===== config.mk =====
export PLATFORM = sky130hd
export DESIGN_NAME = page_frame_allocator_core
export DESIGN_NICKNAME = d
export VERILOG_FILES = /design/src/rtl/pfa_pkg.sv /design/src/rtl/page_frame_allocator_core.sv
export SDC_FILE = /design/constraint.sdc
export NUM_CORES = 2
export LEC_CHECK = 0
export ABC_AREA = 1
export ABC_CLOCK_PERIOD_IN_PS = 16100
export BUFFER_PORTS_ARGS = -buffer_cell sky130_fd_sc_hd__buf_2
export CAP_MARGIN = 5
export CORE_ASPECT_RATIO = 0.9
export CORE_UTILIZATION = 30
export CTS_CLUSTER_SIZE = 14
export DETAILED_ROUTE_END_ITERATION = 7
export GPL_TIMING_DRIVEN = 0
export PLACE_DENSITY = 0.53
export SKIP_LAST_GASP = 1
export SYNTH_ARGS = -nofsm -noshare
export SYNTH_HDL_FRONTEND = slang
export SYNTH_SLANG_ARGS = --single-unit

===== constraint.sdc =====
create_clock -name clk -period 16.1 [get_ports clk]
set_input_delay 3.22 -clock clk [delete_from_list [all_inputs] [get_ports clk]]
set_output_delay 3.22 -clock clk [all_outputs]
set_load 0.1 [all_outputs]

===== src/rtl/pfa_pkg.sv =====
// Shared constants and codes for the page frame allocator.
// No dependencies; imported by the core and by its port checker.
package pfa_pkg;

	// Default sizing of the frame pool and of the owner tag.
	localparam int FRAMES_DEF     = 64;
	localparam int OWNER_BITS_DEF = 16;

	// Field widths of the request and result transactions.
	localparam int OWNER_ID_W    = 16;
	localparam int PAGE_COUNT_W  = 7;
	localparam int FIRST_FRAME_W = 6;
	localparam int MOVED_W       = 7;
	localparam int FREE_FRAMES_W = 7;
	localparam int FREE_BYTES_W  = 23;
	localparam int TOTAL_W       = 32;
	localparam int OWNERS_W      = 16;
	localparam int FRAME_SIZE_W  = 17;

	localparam int S_TDATA_W = 24;
	localparam int M_TDATA_W = 128;

	// Bit positions of the result fields inside m_tdata.
	localparam int O_STATUS = 0;
	localparam int O_FIRST  = 1;
	localparam int O_MOVED  = 7;
	localparam int O_FREE   = 14;
	localparam int O_BYTES  = 21;
	localparam int O_PIN    = 44;
	localparam int O_POUT   = 76;
	localparam int O_OWNERS = 108;

	localparam logic [FRAME_SIZE_W-1:0] FRAME_SIZE_RST = 17'd4096;
	localparam logic [FREE_BYTES_W-1:0] FREE_BYTES_MAX = 23'h7FFFFF;
	localparam logic [OWNERS_W-1:0]     OWNERS_MAX     = 16'hFFFF;

	// Request kinds carried on s_tuser.
	localparam logic MODE_ALLOC = 1'b0;
	localparam logic MODE_FREE  = 1'b1;

	// Result status codes.
	localparam logic STATUS_DONE  = 1'b0;
	localparam logic STATUS_SHORT = 1'b1;

endpackage


===== src/rtl/page_frame_allocator_core.sv =====
// Page frame allocator core: free frame stack and owner table in synchronous RAMs.
// Depends on pfa_pkg; checked by pfa_checker through a bind.
//
// Usage. Requests arrive on the slave stream (s_tvalid/s_tready/s_tdata/s_tuser);
// s_tuser selects allocate (0) or free-all-of-owner (1), s_tdata carries the owner
// and the page count. Every request produces exactly one result transaction on the
// master stream (m_tvalid/m_tready/m_tdata). The user must write the frame size
// register through cfg_we/cfg_wdata while no request is in flight (not enforced).
//
// Timing. After reset the block sweeps both RAMs (the stack is loaded with frame
// numbers in order, the owner table is cleared); s_tready is low during that
// sweep. A request is worked on alone. An allocation pops one frame per cycle
// through the stack RAM read port; a failed allocation pops nothing and goes
// straight to the multiply. A free request walks the owner table one entry per
// cycle through its read port. The free byte count comes from one registered
// multiply at the end.
//
// Backpressure. The result sits in an output register. While it waits for
// m_tready the block still accepts and works on the next request; only the final
// load of a second result waits for the register to drain.
module page_frame_allocator_core
	import pfa_pkg::*;
#(
	parameter int FRAMES     = FRAMES_DEF,
	parameter int OWNER_BITS = OWNER_BITS_DEF
) (
	input  logic                    clk,
	input  logic                    arst_n,
	// Request stream.
	input  logic                    s_tvalid,
	output logic                    s_tready,
	// s_tdata, low bit up: owner_id[15:0], page_count[22:16], zero pad [23].
	input  logic [S_TDATA_W-1:0]    s_tdata,
	// s_tuser: mode (0 allocate, 1 free).
	input  logic                    s_tuser,
	// Result stream.
	output logic                    m_tvalid,
	input  logic                    m_tready,
	// m_tdata, low bit up: status[0], first_frame[6:1], frames_moved[13:7],
	// free_frames[20:14], free_bytes[43:21], pages_in_total[75:44],
	// pages_out_total[107:76], resident_owners[123:108], zero pad [127:124].
	output logic [M_TDATA_W-1:0]    m_tdata,
	// Frame size register write port.
	input  logic                    cfg_we,
	input  logic [FRAME_SIZE_W-1:0] cfg_wdata
);

	localparam int FW   = $clog2(FRAMES);
	localparam int TOPW = $clog2(FRAMES + 1);
	localparam int MW   = (TOPW > PAGE_COUNT_W) ? TOPW : PAGE_COUNT_W;
	localparam int PW   = TOPW + FRAME_SIZE_W;

	typedef struct packed {
		logic                  valid;
		logic [OWNER_BITS-1:0] owner;
	} owner_entry_t;

	typedef enum logic [5:0] {
		ST_CLEAR = 6'b000001,
		ST_IDLE  = 6'b000010,
		ST_POP   = 6'b000100,
		ST_SCAN  = 6'b001000,
		ST_MUL   = 6'b010000,
		ST_DONE  = 6'b100000
	} state_t;

	// Both tables live in RAMs with one write and one registered read port.
	logic [FW-1:0]  stack_mem [FRAMES];
	owner_entry_t   owner_mem [FRAMES];

	state_t                  state_q;
	logic [TOPW-1:0]         top_q;
	logic [TOPW-1:0]         clr_q;
	logic [TOPW-1:0]         scan_q;
	logic [PAGE_COUNT_W-1:0] rem_q;
	logic [MW-1:0]           moved_q;
	logic [TOTAL_W-1:0]      page_in_q;
	logic [TOTAL_W-1:0]      page_out_q;
	logic [OWNERS_W-1:0]     owners_q;
	logic [FRAME_SIZE_W-1:0] frame_size_q;
	logic                    first_pend_q;
	logic                    pop_s1;
	logic                    scan_s1;
	logic                    m_valid_q;

	logic                    mode_q;
	logic                    status_q;
	logic [OWNER_BITS-1:0]   key_q;
	logic [FW-1:0]           first_q;
	logic [FW-1:0]           scan_addr_s1;
	logic [FW-1:0]           stk_rd_s1;
	owner_entry_t            own_rd_s1;
	logic [PW-1:0]           prod_q;
	logic [M_TDATA_W-1:0]    m_data_q;
	logic [M_TDATA_W-1:0]    result_word;

	// Request fields.
	logic [OWNER_ID_W-1:0]   in_owner;
	logic [PAGE_COUNT_W-1:0] in_count;
	logic                    in_accept;
	logic                    alloc_short;

	// RAM port controls.
	logic                    stk_we;
	logic [FW-1:0]           stk_waddr;
	logic [FW-1:0]           stk_wdata;
	logic [FW-1:0]           stk_raddr;
	logic                    own_we;
	logic [FW-1:0]           own_waddr;
	owner_entry_t            own_wdata;
	logic [FW-1:0]           own_raddr;

	logic [TOPW-1:0]         top_dec;
	logic                    hit;
	logic                    push_ok;
	logic                    out_free;
	logic [FREE_BYTES_W-1:0] bytes_sat;

	assign in_owner    = s_tdata[OWNER_ID_W-1:0];
	assign in_count    = s_tdata[OWNER_ID_W +: PAGE_COUNT_W];
	assign s_tready    = (state_q == ST_IDLE);
	assign in_accept   = s_tvalid && s_tready;
	assign alloc_short = MW'(in_count) > MW'(top_q);

	assign top_dec  = top_q - TOPW'(1);
	assign hit      = scan_s1 && own_rd_s1.valid && (own_rd_s1.owner == key_q);
	assign push_ok  = top_q < TOPW'(FRAMES);
	assign out_free = !m_valid_q || m_tready;

	// Saturate the byte count to the width of its result field.
	assign bytes_sat = (64'(prod_q) > 64'(FREE_BYTES_MAX)) ? FREE_BYTES_MAX
	                                                       : FREE_BYTES_W'(prod_q);

	// RAM port steering; the states never drive the same port at once.
	always_comb begin
		stk_we    = 1'b0;
		stk_waddr = clr_q[FW-1:0];
		stk_wdata = clr_q[FW-1:0];
		own_we    = 1'b0;
		own_waddr = clr_q[FW-1:0];
		own_wdata = '0;
		unique case (state_q)
			ST_CLEAR: begin
				stk_we = 1'b1;
				own_we = 1'b1;
			end
			ST_POP: begin
				// A popped frame is tagged with its new owner in the cycle after its stack read.
				own_we    = pop_s1;
				own_waddr = stk_rd_s1;
				own_wdata = '{valid: 1'b1, owner: key_q};
			end
			ST_SCAN: begin
				// A matching entry is released and its frame goes back on the stack if there is room.
				own_we    = hit;
				own_waddr = scan_addr_s1;
				stk_we    = hit && push_ok;
				stk_waddr = top_q[FW-1:0];
				stk_wdata = scan_addr_s1;
			end
			default: begin
			end
		endcase
	end

	assign stk_raddr = top_dec[FW-1:0];
	assign own_raddr = scan_q[FW-1:0];

	always_ff @(posedge clk) begin
		if (stk_we) begin
			stack_mem[stk_waddr] <= stk_wdata;
		end
		stk_rd_s1 <= stack_mem[stk_raddr];
	end

	always_ff @(posedge clk) begin
		if (own_we) begin
			owner_mem[own_waddr] <= own_wdata;
		end
		own_rd_s1 <= owner_mem[own_raddr];
	end

	// Control state.
	always_ff @(posedge clk or negedge arst_n) begin
		if (!arst_n) begin
			state_q      <= ST_CLEAR;
			top_q        <= TOPW'(FRAMES);
			clr_q        <= '0;
			scan_q       <= '0;
			rem_q        <= '0;
			moved_q      <= '0;
			page_in_q    <= '0;
			page_out_q   <= '0;
			owners_q     <= '0;
			frame_size_q <= FRAME_SIZE_RST;
			first_pend_q <= 1'b0;
			pop_s1       <= 1'b0;
			scan_s1      <= 1'b0;
			m_valid_q    <= 1'b0;
		end else begin
			if (cfg_we) begin
				frame_size_q <= cfg_wdata;
			end
			// A new result is loaded when the register is empty or drains this cycle.
			if ((state_q == ST_DONE) && out_free) begin
				m_valid_q <= 1'b1;
			end else if (m_tready) begin
				m_valid_q <= 1'b0;
			end
			unique case (state_q)
				ST_CLEAR: begin
					clr_q <= clr_q + TOPW'(1);
					if (clr_q == TOPW'(FRAMES - 1)) begin
						state_q <= ST_IDLE;
					end
				end
				ST_IDLE: begin
					if (in_accept) begin
						if (s_tuser == MODE_FREE) begin
							if (owners_q != '0) begin
								owners_q <= owners_q - OWNERS_W'(1);
							end
							moved_q <= '0;
							scan_q  <= '0;
							scan_s1 <= 1'b0;
							state_q <= ST_SCAN;
						end else if (alloc_short) begin
							moved_q <= '0;
							state_q <= ST_MUL;
						end else begin
							if (owners_q != OWNERS_MAX) begin
								owners_q <= owners_q + OWNERS_W'(1);
							end
							moved_q      <= MW'(in_count);
							rem_q        <= in_count;
							first_pend_q <= 1'b1;
							pop_s1       <= 1'b0;
							state_q      <= ST_POP;
						end
					end
				end
				ST_POP: begin
					if (pop_s1) begin
						first_pend_q <= 1'b0;
					end
					if (rem_q != '0) begin
						top_q  <= top_dec;
						rem_q  <= rem_q - PAGE_COUNT_W'(1);
						pop_s1 <= 1'b1;
					end else begin
						pop_s1 <= 1'b0;
						if (!pop_s1) begin
							state_q <= ST_MUL;
						end
					end
				end
				ST_SCAN: begin
					if (hit) begin
						moved_q <= moved_q + MW'(1);
						if (push_ok) begin
							top_q <= top_q + TOPW'(1);
						end
					end
					if (scan_q != TOPW'(FRAMES)) begin
						scan_q  <= scan_q + TOPW'(1);
						scan_s1 <= 1'b1;
					end else begin
						scan_s1 <= 1'b0;
						if (!scan_s1) begin
							state_q <= ST_MUL;
						end
					end
				end
				ST_MUL: begin
					if (mode_q == MODE_FREE) begin
						page_out_q <= page_out_q + TOTAL_W'(moved_q);
					end else begin
						page_in_q <= page_in_q + TOTAL_W'(moved_q);
					end
					state_q <= ST_DONE;
				end
				ST_DONE: begin
					if (out_free) begin
						state_q <= ST_IDLE;
					end
				end
				default: begin
					state_q <= ST_IDLE;
				end
			endcase
		end
	end

	// Result word, packed from the low bit up.
	always_comb begin
		result_word                                = '0;
		result_word[O_STATUS]                      = status_q;
		result_word[O_FIRST +: FIRST_FRAME_W]      = FIRST_FRAME_W'(first_q);
		result_word[O_MOVED +: MOVED_W]            = MOVED_W'(moved_q);
		result_word[O_FREE +: FREE_FRAMES_W]       = FREE_FRAMES_W'(top_q);
		result_word[O_BYTES +: FREE_BYTES_W]       = bytes_sat;
		result_word[O_PIN +: TOTAL_W]              = page_in_q;
		result_word[O_POUT +: TOTAL_W]             = page_out_q;
		result_word[O_OWNERS +: OWNERS_W]          = owners_q;
	end

	// Datapath registers.
	always_ff @(posedge clk) begin
		if (in_accept) begin
			mode_q   <= s_tuser;
			key_q    <= OWNER_BITS'(in_owner);
			first_q  <= '0;
			status_q <= ((s_tuser == MODE_ALLOC) && alloc_short) ? STATUS_SHORT
			                                                     : STATUS_DONE;
		end
		if ((state_q == ST_POP) && pop_s1 && first_pend_q) begin
			first_q <= stk_rd_s1;
		end
		if (state_q == ST_SCAN) begin
			scan_addr_s1 <= scan_q[FW-1:0];
		end
		if (state_q == ST_MUL) begin
			prod_q <= PW'(top_q) * PW'(frame_size_q);
		end
		if ((state_q == ST_DONE) && out_free) begin
			m_data_q <= result_word;
		end
	end

	assign m_tvalid = m_valid_q;
	assign m_tdata  = m_data_q;

endmodule


==> results.md <==
- Outcome: complete, no violations
- Area grow syn2layout: 17.5%
- Max-cap check violation count: 0
- Skew-Pair Late Insertion Delay: 0.89 ns
- Most common cell after layout, fill and taps aside: edfxtp_1
- Worst Path Arrival: 6.23 ns
- Worst path required time: 16.63 ns
- TritonCTS Buffers: 198
- Congestion Overflow GR: 0
- Hpwl dp: 193,000 um
- Syn Std Cell Area: 0.0785 mm^2
- Vias per Instance: 5.07
- CTS Sinks: 1,815
- Worst Max-Slew Pin Slew: 1.40 ns
- Critical Path End Type: register
- Final Cycle Share: 35.4%
- Most frequent cells in the layout: edfxtp_1, nor2_1, nand2_1
- Placed cell area: 0.0860 mm^2
- Post-CTS sizing: 0
- Die width: 541 um
- Gr usage total: 20.1%
- ANT nets after route: 0
- Largest net degree at the start of global routing: 78
- Max_slew headroom: 6.69%
- # setup viols final: 0
- Initial antenna violation count: 17
- Final nets: 7,485
- Placed cells: 10,564
- Worst Hold Path EP: m_tdata[3]
- DIE HEIGHT: 487 um
- Initial core utilization: 30.3%
- Number of port buffers: 170
- CTS H-tree depth: 4
- DR DRC count: 0
- Layout cells sized above 1: 11.5%
- Crit path max fanout: 10
- Crit Path Class: register to register
- FF+latch count, synth: 1,815
- GPL Wtd Cong: 0.928
- Final instance area: 0.0922 mm^2
- First-pass GRT wire length: 382,000 um
- Reg2reg end: prod_q[22]
- Root buf cell: clkbuf_16
- Setup Skew: 0.110 ns
- Post-placement setup slack: 9.84 ns
- Post-Route WL: 270,000 um
- Main combinational cell family by area after synthesis: simple AND/OR/NAND/NOR gates
- Synth unique cells: 55
- Leakage power: 34.1 nW
- Fraction of registers with async set/reset: 7.82%
- Final worst setup slack: 10.41 ns
- Multiplexer share of the synthesized area: 0.244%
- Hold Violations, Final: 0
- Worst setup SP type: register
- Vias in the first global route: 52,588
- DR WL/cell: 24.7 um
- CTS tree: built
- Hold path depth: 0
- Core area: 0.259 mm^2
- Synth Area in Adders: 3.32%
- Fillers: 25,394
- Cts hold-fix bufs: 0
- Drt pass-1 iters: 6
- Cell depth of the worst flop-to-flop path: 19
- Post-Synth Simple-Gate Area: 13.9%
- HP Class: register to register
- Final Max Slew Viols: 0
- Seq/Total Area, Yosys: 68.2%
- Max Root-Sink Buffers: 4
- Yosys warnings: 0
- Post-synthesis compound-gate area fraction: 8.97%
- I/O pins: 177
- Post-Layout Cell Count: 10,927
- DIE AREA: 0.264 mm^2
- Post-synth EDFFs: 1,650
- Post-layout minimum cycle time: 5.69 ns
- Post-CTS Setup Bufs: 0
- Unrepaired setup endpoints after global routing: no
- Hold Crit Start: first_q[2]
- 1st-iter DRT viols: 6,877
- Syn Area/Cell: 11.5 um^2
- Fmax: 0.176 GHz
- Final TNS setup: 0 ns
- Hold slack final: 0.426 ns
- PwrDens: 183 mW/mm^2
- Post-Synth XOR/XNOR Area: 1.06%
- Reg clk slew, reported paths: 0.06 ns
- VDD IR max: 0.111 mV
- Synthesized netlist cell count: 6,812
- Vias: 55,366
- Reg-to-reg slack, setup: 10.41 ns
- Worst r2r src: top_q[2]
- Prevailing post-synth register cell: edfxtp_1
- Site Rows: 177
[registers in the layout, summed over array words and instances (netlist names), 7 cells and up]
name,cells
page_out_q,32
rem_q,7
key_q,16
moved_q,7
top_q,7
owners_q,16
scan_q,7
frame_size_q,17
clr_q,7
m_tdata,124
owner_mem,1088
own_rd_s1,17
stack_mem,384
page_in_q,32
prod_q,24
[stage by stage]
step	power [W]	util, %
CTS	0.0168	35.5
detailed placement	0.0124	33.2
global route	0.0177	35.6
global placement	0.0123	32.3
floorplan	0.00963	-
finish	0.0169	35.6
[power by group]
group / leakage [nW] / internal, W / total (W) / switching [W]
registers: 17.6 / 0.00548 / 0.00563 / 0.000152
clock network: 3.03 / 0.00257 / 0.00447 / 0.00190
logic: 13.4 / 0.00180 / 0.00678 / 0.00498
[layout make-up]
type                            instances  area, um^2  share of cell area (%)
Clock buffer                          258        5350                    5.80
Tap cell                             3490        4370                    4.73
Inverter                              447        1680                    1.82
Multi-Input combinational cell       4189       21900                    23.7
Antenna cell                            6        15.0                  0.0163
Buffer                                364        1700                    1.84
Clock inverter                         97         868                   0.941
Sequential cell                      1815       53600                    58.1
Timing Repair Buffer                  261        2840                    3.08
[cells by family (layout without fill, tap and decap cells)]
| family | count (synthesis) | in the layout |
|---|---|---|
| compound gates | 1252 | 1252 |
| simple gates | 2660 | 2660 |
| other cells | 1 | 10 |
| buf+inv | 811 | 1427 |
| fa+ha+maj | 162 | 162 |
| mux | 17 | 17 |
| xor+xnor | 94 | 94 |
| flops | 1815 | 1815 |
[synth_stat cells, types with 16 or more instances]
library cell / n / area (um^2)
fa_1: 77 / 1540
clkbuf_1: 191 / 717
dfrtp_1: 139 / 3480
nand3b_1: 16 / 120
nand3_1: 332 / 1660
nand2_1: 934 / 3510
nor2_2: 19 / 119
nor2_1: 1239 / 4650
xor2_1: 65 / 569
edfxtp_1: 1650 / 49500
ha_1: 85 / 1060
mux2_2: 17 / 191
o21ai_0: 813 / 4070
xnor2_1: 28 / 245
buf_4: 37 / 278
or2_2: 30 / 188
buf_2: 99 / 495
o211ai_1: 223 / 1670
nand4_1: 27 / 169
nor3_1: 24 / 120
a21oi_1: 68 / 340
inv_1: 427 / 1600
o22ai_1: 73 / 457
dfxtp_1: 23 / 460
o21ai_1: 29 / 145
buf_1: 28 / 105
[per-layer routing]
metal / up-vias / GRT usage [%] / share of wire [%]
met4: 8 / 7.88 / 4.3
li1: 24701 / - / -
met3: 454 / 3.71 / 9.3
met5: - / 0 / 0.017
met1: 27542 / 28.0 / 43
met2: 2661 / 30.7 / 44
[how the worst max path moves through the flow]
stage,from,endpoint,cells past startpoint
after floorplan,m_tready,m_tdata[0],2
after global placement,m_tready,m_tdata[122],3
after detailed placement,s_tuser,owners_q[10],11
after CTS,state_q[3],s_tready,4
after global routing,top_q[2],prod_q[22],19
final,top_q[2],prod_q[22],19
[critical path: stages (launching register included)]
cell and delay, ns:
dfrtp_1 0.50, clkbuf_1 0.66, buf_1 0.49, nand2_1 0.15, fa_1 0.53, fa_1 0.56
inv_1 0.05, fa_1 0.50, inv_1 0.06, fa_1 0.48, inv_1 0.04, ha_1 0.33
nand2_1 0.12, inv_1 0.06, a21boi_0 0.33, o21ai_0 0.13, a21oi_1 0.17, nand2_1 0.08
nand2_1 0.06, nand2_1 0.06
Note: power is estimated with default switching activity, not from simulation.
